**src/rtl/gbr_pkg.sv**
```systemverilog
`timescale 1ns / 1ps
// ----------------------------------------------------------------------------
// gbr_pkg
// Shared constants, types and kernel weights for the RGB Gaussian blur.
// ----------------------------------------------------------------------------
package gbr_pkg;

	localparam int MAX_WIDTH_DEF = 1024;
	localparam int MAX_TAPS_DEF  = 5;
	localparam int MAX_HEIGHT    = 4096;

	localparam int PIX_W  = 8;
	localparam int WORD_W = 3 * PIX_W;
	localparam int FW_W   = 11;
	localparam int FH_W   = 13;
	localparam int CFG_W  = 13;
	localparam int SUM_W  = 17;
	localparam int PROD_W = 36;

	localparam logic [FW_W-1:0] FRAME_WIDTH_RST  = 11'd640;
	localparam logic [FH_W-1:0] FRAME_HEIGHT_RST = 13'd480;

	// floor(x/546) = (x * RECIP_546) >> RECIP_SHIFT for every x up to 249475
	localparam logic [17:0] RECIP_546   = 18'd245821;
	localparam int          RECIP_SHIFT = 27;

	typedef enum logic [1:0] {
		CFG_KERNEL_MODE  = 2'd0,
		CFG_FRAME_WIDTH  = 2'd1,
		CFG_FRAME_HEIGHT = 2'd2,
		CFG_UNUSED       = 2'd3
	} cfg_idx_t;

	typedef struct packed {
		logic en;    // whole pipeline advances
		logic shift; // a word enters the window
		logic five;  // 5x5 kernel for the word in the window
	} lane_ctl_t;

	localparam logic [5:0] K3 [3][3] = '{
		'{6'd1, 6'd2, 6'd1},
		'{6'd2, 6'd4, 6'd2},
		'{6'd1, 6'd2, 6'd1}
	};

	localparam logic [5:0] K5 [5][5] = '{
		'{6'd1, 6'd4,  6'd7,  6'd4,  6'd1},
		'{6'd4, 6'd16, 6'd26, 6'd16, 6'd4},
		'{6'd7, 6'd26, 6'd41, 6'd26, 6'd7},
		'{6'd4, 6'd16, 6'd26, 6'd16, 6'd4},
		'{6'd1, 6'd4,  6'd7,  6'd4,  6'd1}
	};

	// weight of window tap (row k, column j); taps outside the kernel weigh zero
	function automatic logic [5:0] gbr_weight(input logic five, input int k, input int j);
		logic [5:0] w;
		w = '0;
		if (five) begin
			if (k < 5 && j < 5) w = K5[k][j];
		end else if (k < 3 && j < 3) begin
			w = K3[k][j];
		end
		return w;
	endfunction

endpackage

```
**src/rtl/gbr_lane.sv**
```systemverilog
`timescale 1ns / 1ps
// ----------------------------------------------------------------------------
// gbr_lane
// One color channel: window registers, weighted row sums, total, rounding
// divide and clamp.
// ----------------------------------------------------------------------------
module gbr_lane #(
	parameter int TAPS = gbr_pkg::MAX_TAPS_DEF
) (
	input  logic                     clk,
	input  gbr_pkg::lane_ctl_t       ctl,
	input  logic [gbr_pkg::PIX_W-1:0] col_in [TAPS],
	input  logic [TAPS*TAPS-1:0]     mask,
	output logic [gbr_pkg::PIX_W-1:0] pix_out
);

	logic [gbr_pkg::PIX_W-1:0]  win_q [TAPS][TAPS];
	logic [gbr_pkg::SUM_W-1:0]  row_s3 [TAPS];
	logic [gbr_pkg::SUM_W-1:0]  row_sum [TAPS];
	logic [gbr_pkg::SUM_W-1:0]  sum_s4;
	logic [gbr_pkg::SUM_W-1:0]  total;
	logic [gbr_pkg::PROD_W-1:0] prod_s5;
	logic [gbr_pkg::PIX_W:0]    quot;
	logic                       five_s3, five_s4, five_s5;
	logic [gbr_pkg::PIX_W-1:0]  pix_s6;

	// weight and sum each window row, zero taps outside the frame
	always_comb begin
		for (int k = 0; k < TAPS; k++) begin
			row_sum[k] = '0;
			for (int j = 0; j < TAPS; j++) begin
				if (mask[k*TAPS+j]) begin
					row_sum[k] = row_sum[k] +
						gbr_pkg::SUM_W'(gbr_pkg::gbr_weight(ctl.five, k, j)) *
						gbr_pkg::SUM_W'(win_q[k][j]);
				end
			end
		end
		total = '0;
		for (int k = 0; k < TAPS; k++) total = total + row_s3[k];
		quot = five_s5 ? prod_s5[gbr_pkg::RECIP_SHIFT +: gbr_pkg::PIX_W+1]
		               : prod_s5[gbr_pkg::PIX_W:0];
	end

	always_ff @(posedge clk) begin
		if (ctl.en) begin
			// shift the window, newest column at tap 0
			if (ctl.shift) begin
				for (int k = 0; k < TAPS; k++) begin
					for (int j = TAPS-1; j > 0; j--) win_q[k][j] <= win_q[k][j-1];
					win_q[k][0] <= col_in[k];
				end
			end
			row_s3  <= row_sum;
			five_s3 <= ctl.five;
			sum_s4  <= total;
			five_s4 <= five_s3;
			// round: 5x5 by reciprocal of 546 on 2S+273, 3x3 by (S+8)>>4
			if (five_s4) begin
				prod_s5 <= gbr_pkg::PROD_W'({1'b0, sum_s4, 1'b0} + 19'd273)
				           * gbr_pkg::PROD_W'(gbr_pkg::RECIP_546);
			end else begin
				prod_s5 <= gbr_pkg::PROD_W'((sum_s4 + gbr_pkg::SUM_W'(8)) >> 4);
			end
			five_s5 <= five_s4;
			pix_s6  <= (quot > 9'd255) ? 8'd255 : quot[gbr_pkg::PIX_W-1:0];
		end
	end

	assign pix_out = pix_s6;

endmodule

```
**config.mk**
```make
export PLATFORM = sky130hd
export DESIGN_NAME = gbr_lane
export DESIGN_NICKNAME = d
export VERILOG_FILES = /design/src/rtl/gbr_pkg.sv /design/src/rtl/gbr_lane.sv
export SDC_FILE = /design/constraint.sdc
export NUM_CORES = 2
export LEC_CHECK = 0
export ABC_CLOCK_PERIOD_IN_PS = 27000
export BUFFER_PORTS_ARGS = -buffer_cell sky130_fd_sc_hd__buf_2
export CORE_UTILIZATION = 60
export CTS_BUF_LIST = sky130_fd_sc_hd__clkbuf_8
export DETAILED_ROUTE_END_ITERATION = 12
export HOLD_SLACK_MARGIN = 0.08
export PLACE_DENSITY = 0.73
export SLEW_MARGIN = 20
export SYNTH_ARGS = -nofsm -noshare
export SYNTH_HDL_FRONTEND = slang
export SYNTH_SLANG_ARGS = --single-unit
export TNS_END_PERCENT = 20
```
**constraint.sdc**
```tcl
create_clock -name clk -period 27 [get_ports clk]
set_input_delay 1.35 -clock clk [delete_from_list [all_inputs] [get_ports clk]]
set_output_delay 1.35 -clock clk [all_outputs]
set_load 0.01 [all_outputs]
```
=== Word-level counts from Yosys, hierarchy flattened ===
Memories as Yosys holds them, arrays and structs flattened.
Cells that the tools add are included.

* Register bits: 149
* RAM bits: 200
* Input port bits: 69
* Output and inout bits: 8
* Word-level logic and storage cells: 131
* Memories kept: 1

{| class="wikitable"
|+ Memory list
! memory !! words !! width !! rd ports !! clocked after memory_dff !! wr ports !! line !! RTL
|-
| win_q || 5 || 40 || 5 || 0 || 5 || gbr_lane.sv:17 || <nowiki>logic [gbr_pkg::PIX_W-1:0] win_q [TAPS][TAPS];</nowiki>
|}

* Add/subtract/negate cells: 26
* Multipliers: 26
* $lt $le $gt $ge: 1
* Multiplexer cells: 65

{| class="wikitable"
|+ Operators with widths
! operator !! number
|-
| $mul A6 B8 Y14 || 25
|-
| $add A17 B14 Y17 || 20
|-
| $mux W17 || 20
|-
| $mux W6 || 26
|-
| $mux W14 || 5
|-
| $add A17 B17 Y17 || 4
|-
| $mul A19 B18 Y36 const B || 1
|-
| $mux W32 || 1
|-
| $mux W5 || 4
|-
| $add A18 B9 Y19 const B || 1
|-
| $add A17 B4 Y18 const B || 1
|-
| $mux W3 || 4
|-
| $gt A9 B8 Y1 const B || 1
|-
| $mux W9 || 1
|-
| $mux W1 || 4
|}

=== Depth between registers and ports, before layout ===
* Word-level depth: 12
* Gate-level depth with buffers: 50
* Mapped depth without buffers: 45

=== Worst setup path before layout ===
Ideal clock, no wire load.

* Path kind: in2reg
* Start point: input ctl[0] in the netlist's numbering
* End point: register row_s3[49] in the netlist's numbering (data pin)
* Library setup time: 266 ps
* Arrival: 11154 ps
* Required time: 26734 ps
* Slack: 15580 ps
* Stages on the path: 45
* Buffers on the path: 7
* Cell sequence: clkbuf_1 > clkbuf_1 > clkbuf_1 > clkbuf_1 > clkbuf_1 > buf_1 > nand2_1 > fa_1 > inv_1 > ha_1 > ha_1 > a21o_1 > a21oi_1 > o21ai_1 > a21oi_1 > xnor2_1 > nand2_1 > fa_1 > [... 9 more ...] > ha_1 > clkbuf_1 > xnor2_1 > a21oi_1 > fa_1 > inv_1 > ha_1 > xor2_1 > mux2_2 > fa_1 > inv_1 > ha_1 > o21a_1 > o21a_1 > o21a_1 > o2111ai_1 > maj3_2 > xor2_1

{| class="wikitable"
|+ RTL lines
! item !! line !! RTL
|-
| from (decl) || gbr_lane.sv:11 || <nowiki>input gbr_pkg::lane_ctl_t ctl,</nowiki>
|-
| to (signal assigned) || gbr_lane.sv:54 || <nowiki>row_s3 <= row_sum;</nowiki>
|-
| to (decl) || gbr_lane.sv:18 || <nowiki>logic [gbr_pkg::SUM_W-1:0] row_s3 [TAPS];</nowiki>
|}

==> results.md <==
- Status: finished clean
- # hold bufs at CTS: 0
- HPWL after DPL: 58410 um
- Final wirelength: around 73000 um
- Via Count: 24220
- Skew final: about 0.034 ns
- 1st-pass router iterations: 5
- Final Hold Vio Count: 0
- CTS tree: done
- Number of global-route vias before repair: around 25000
- Dpl cells: approximately 4200
- Register area share after synthesis: 0.2763
- Slowest-stage cell, CP: a2111oi_0
- Gpl congestion: between 0.8 and 0.9
- Cells after Synth: 3433
- Worst-path maximum fanout: 54
- Yosys warning count: 0
- Worst-margin pin slew: 1.051 ns
- Worst Setup Start Kind: primary input
- CP Capture Type: register
- Area leader, netlist: edfxtp_1
- Reg2Reg Launch Point: win_q[2][33]$_DFFE_PP_
- Die area: 59840 um^2
- Initial core utilization: 0.6098
- Hold Path Sink: win_q[1][1]$_DFFE_PP_
- Share of cells above drive strength 1: 0.07994
- Post-Layout Cell Count: approximately 4300
- Clock-pin slew on the worst setup and hold paths: 0.06 ns
- ANT nets after route: 0
- Max Freq: 94.17 MHz
- Drt first-iter violations: 1202
- Remaining Overflow, GRT: 0
- Period minus WS final: around 11 ns
- Wire per inst: 16.85 um
- CP arrival: between 10 and 15 ns
- Hold crit path type: register to register
- Post-place setup slack: 15.68 ns
- Setup_tns: 0 ns
- Global-route usage over all layers: 0.2514
- Synth area leaders: edfxtp_1 (28%), ha_1 (22%), fa_1 (14%), inv_1 (5.8%), xnor2_1 (3.2%)
- Die width: 244.6 um
- Top-area cell type share of the netlist area: 0.2763
- CTS sink count: 325
- Mean area per synthesized cell: 10.29 um^2
- Inserted Clock Buffers: 58
- Rows: 88
- Worst path max stage delay: 0.55 ns
- RSZ-0062 raised after global routing: no
- Core Footprint: 57920 um^2
- Reg2Reg Setup Slack: 17.22 ns
- Area Growth Syn to Fin: 7.121%
- Synth Cell Area: 35320 um^2
- Resized cells post-CTS: 0
- Via density per instance: 5.591
- Hold path depth: 0
- Post-synth top cells: ha_1 (629), inv_1 (549), edfxtp_1 (325), fa_1 (249), a21oi_1 (173)
- Tcrit/Tclk final: 0.3933
- Top delay family on crit path: adder cells
- Die H: 244.6 um
- Global-route wire length before repair: around 120000 um
- Max Root-Sink Buffers: 3
- Boundary Pins: 77
- Clock root cell: clkbuf_8
- Post-CTS setup buffers: 0
- I/O Buffers: 76
- Slew Limit Headroom: 0.2946
- Final setup vio count: 0
- H-tree depth: 2
- Post-synth ARST share: 0
- Worst hold path startpoint: win_q[1][9]$_DFFE_PP_
- Initial antenna violation count: 4
- Post-synth EDFFs: 325
- Max_cap viols: 0
- Final-layout fill cell count: 4586
- Kind of critical path: primary input to register
- Largest net degree at the start of global routing: 142
- Final worst slack: 16.38 ns
- Worst path required time: 27.39 ns
- Pins Over Slew Limit: 0
- Ys flop type: edfxtp_1
- Final nets: 4462
- Post-synthesis cell type count: 78
- Reg2Reg Depth: 42
- RR Endpoint: row_s3[50]$_DFFE_PP_
- Worst skew pair latency: 0.67 ns
- Most numerous cell in the Yosys netlist: ha_1
- Seq cells post-synth: 325
- DRC viols: 0
- Bufs and invs on worst path: 7
-- cells by family (layout without fill, tap and decap cells) --
| logic type | count (synthesis) | count (layout) | share of synthesized area |
|---|---|---|---|
| AO/OA/AOI/OAI | 586 | 586 | 0.1063 |
| XOR/XNOR | 190 | 190 | 0.04712 |
| adder cells (fa/ha/maj) | 879 | 879 | 0.3643 |
| buffers and inverters | 625 | 745 | 0.06646 |
| flip-flops | 325 | 325 | 0.2763 |
| multiplexers | 125 | 125 | 0.03897 |
| other | 1 | 15 | 0.0001062 |
| AND/OR/NAND/NOR | 702 | 702 | 0.1004 |
-- worst max-delay path by stage --
stage | startpoint | endpoint | slack [ns] | depth (start not counted)
2_1_floorplan | ctl[0] | row_s3[49]$_DFFE_PP_ | 15.58 | 45
3_3_place_gp | ctl[0] | row_s3[49]$_DFFE_PP_ | 16.04 | 43
3_5_place_dp | ctl[0] | row_s3[50]$_DFFE_PP_ | 15.68 | 42
4_1_cts | ctl[0] | row_s3[50]$_DFFE_PP_ | 16.42 | 42
5_1_grt | ctl[0] | row_s3[49]$_DFFE_PP_ | 15.73 | 43
6_report | ctl[0] | row_s3[50]$_DFFE_PP_ | 16.38 | 42
-- worst reg2reg max path, delay by kind of cell (launching register included) --
| kind | cells | cell delay, ns |
|---|---|---|
| adders and majority gates | 12 | 4.14 |
| AOI/OAI and AO/OA | 11 | 2.37 |
| and+or+nand+nor | 9 | 1.35 |
| xor gates and xnor gates | 4 | 0.60 |
| DFF | 1 | 0.46 |
| buffers and inverters | 5 | 0.32 |
| muxes | 1 | 0.29 |
-- layer usage --
metal  track usage  vias up  part of all wire
li1              -    12000                 -
met2        0.4563      456              0.50
met5             0        -           0.00036
met4       0.07574        4             0.028
met3       0.02897      136             0.033
met1        0.3116    11630              0.44
-- metrics by stage --
stage	area, um^2	hold WS (ns)	util
finish	37830	0.4291	0.6533
global route	37830	0.4494	0.6533
floorplan	35360	0.4003	-
CTS	37830	0.4353	0.6532
global placement	36490	0.4022	0.6301
detailed placement	36490	0.4119	0.6301
-- area by class of cell --
type | instances | area (um^2) | share of cell area
repair buffers | 81 | 435.4 | 0.01151
flip-flops and latches | 325 | 9759 | 0.2580
clock inverters | 52 | 539.3 | 0.01425
multi-input cells | 2495 | 23260 | 0.6148
diodes | 2 | 5.005 | 0.0001323
clock buffers | 58 | 798.3 | 0.02110
well taps | 765 | 957.2 | 0.02530
inverters | 554 | 2079 | 0.05496
-- state kept, by name, summed over array words and instances (netlist names) --
name	cells
sum_s4	17
win_q	200
pix_out	8
prod_s5	18
row_s3	79
five_s4	1
five_s5	1
five_s3	1
-- layout by cell type (no fill, tap or decap), types with 17 or more instances in the layout --
cell	count
clkinv_1	17
nand2_1	149
xor2_1	59
mux2i_1	28
buf_2	74
and2_1	134
mux2_2	96
xnor2_1	131
clkbuf_8	58
o21a_1	63
o21bai_1	20
nor2_1	167
a211oi_1	21
o21ai_0	83
ha_1	629
a21oi_1	173
edfxtp_1	325
inv_1	554
fa_1	249
nor3_1	48
nand3_1	35
nand2b_1	31
o21ai_1	43
and3_1	26
a21o_1	59
o211ai_1	18
nor2b_1	54
Power is left out: the tool's default activity adds up to more than one toggle a clock period on the data nets, which glitch-free logic cannot reach.
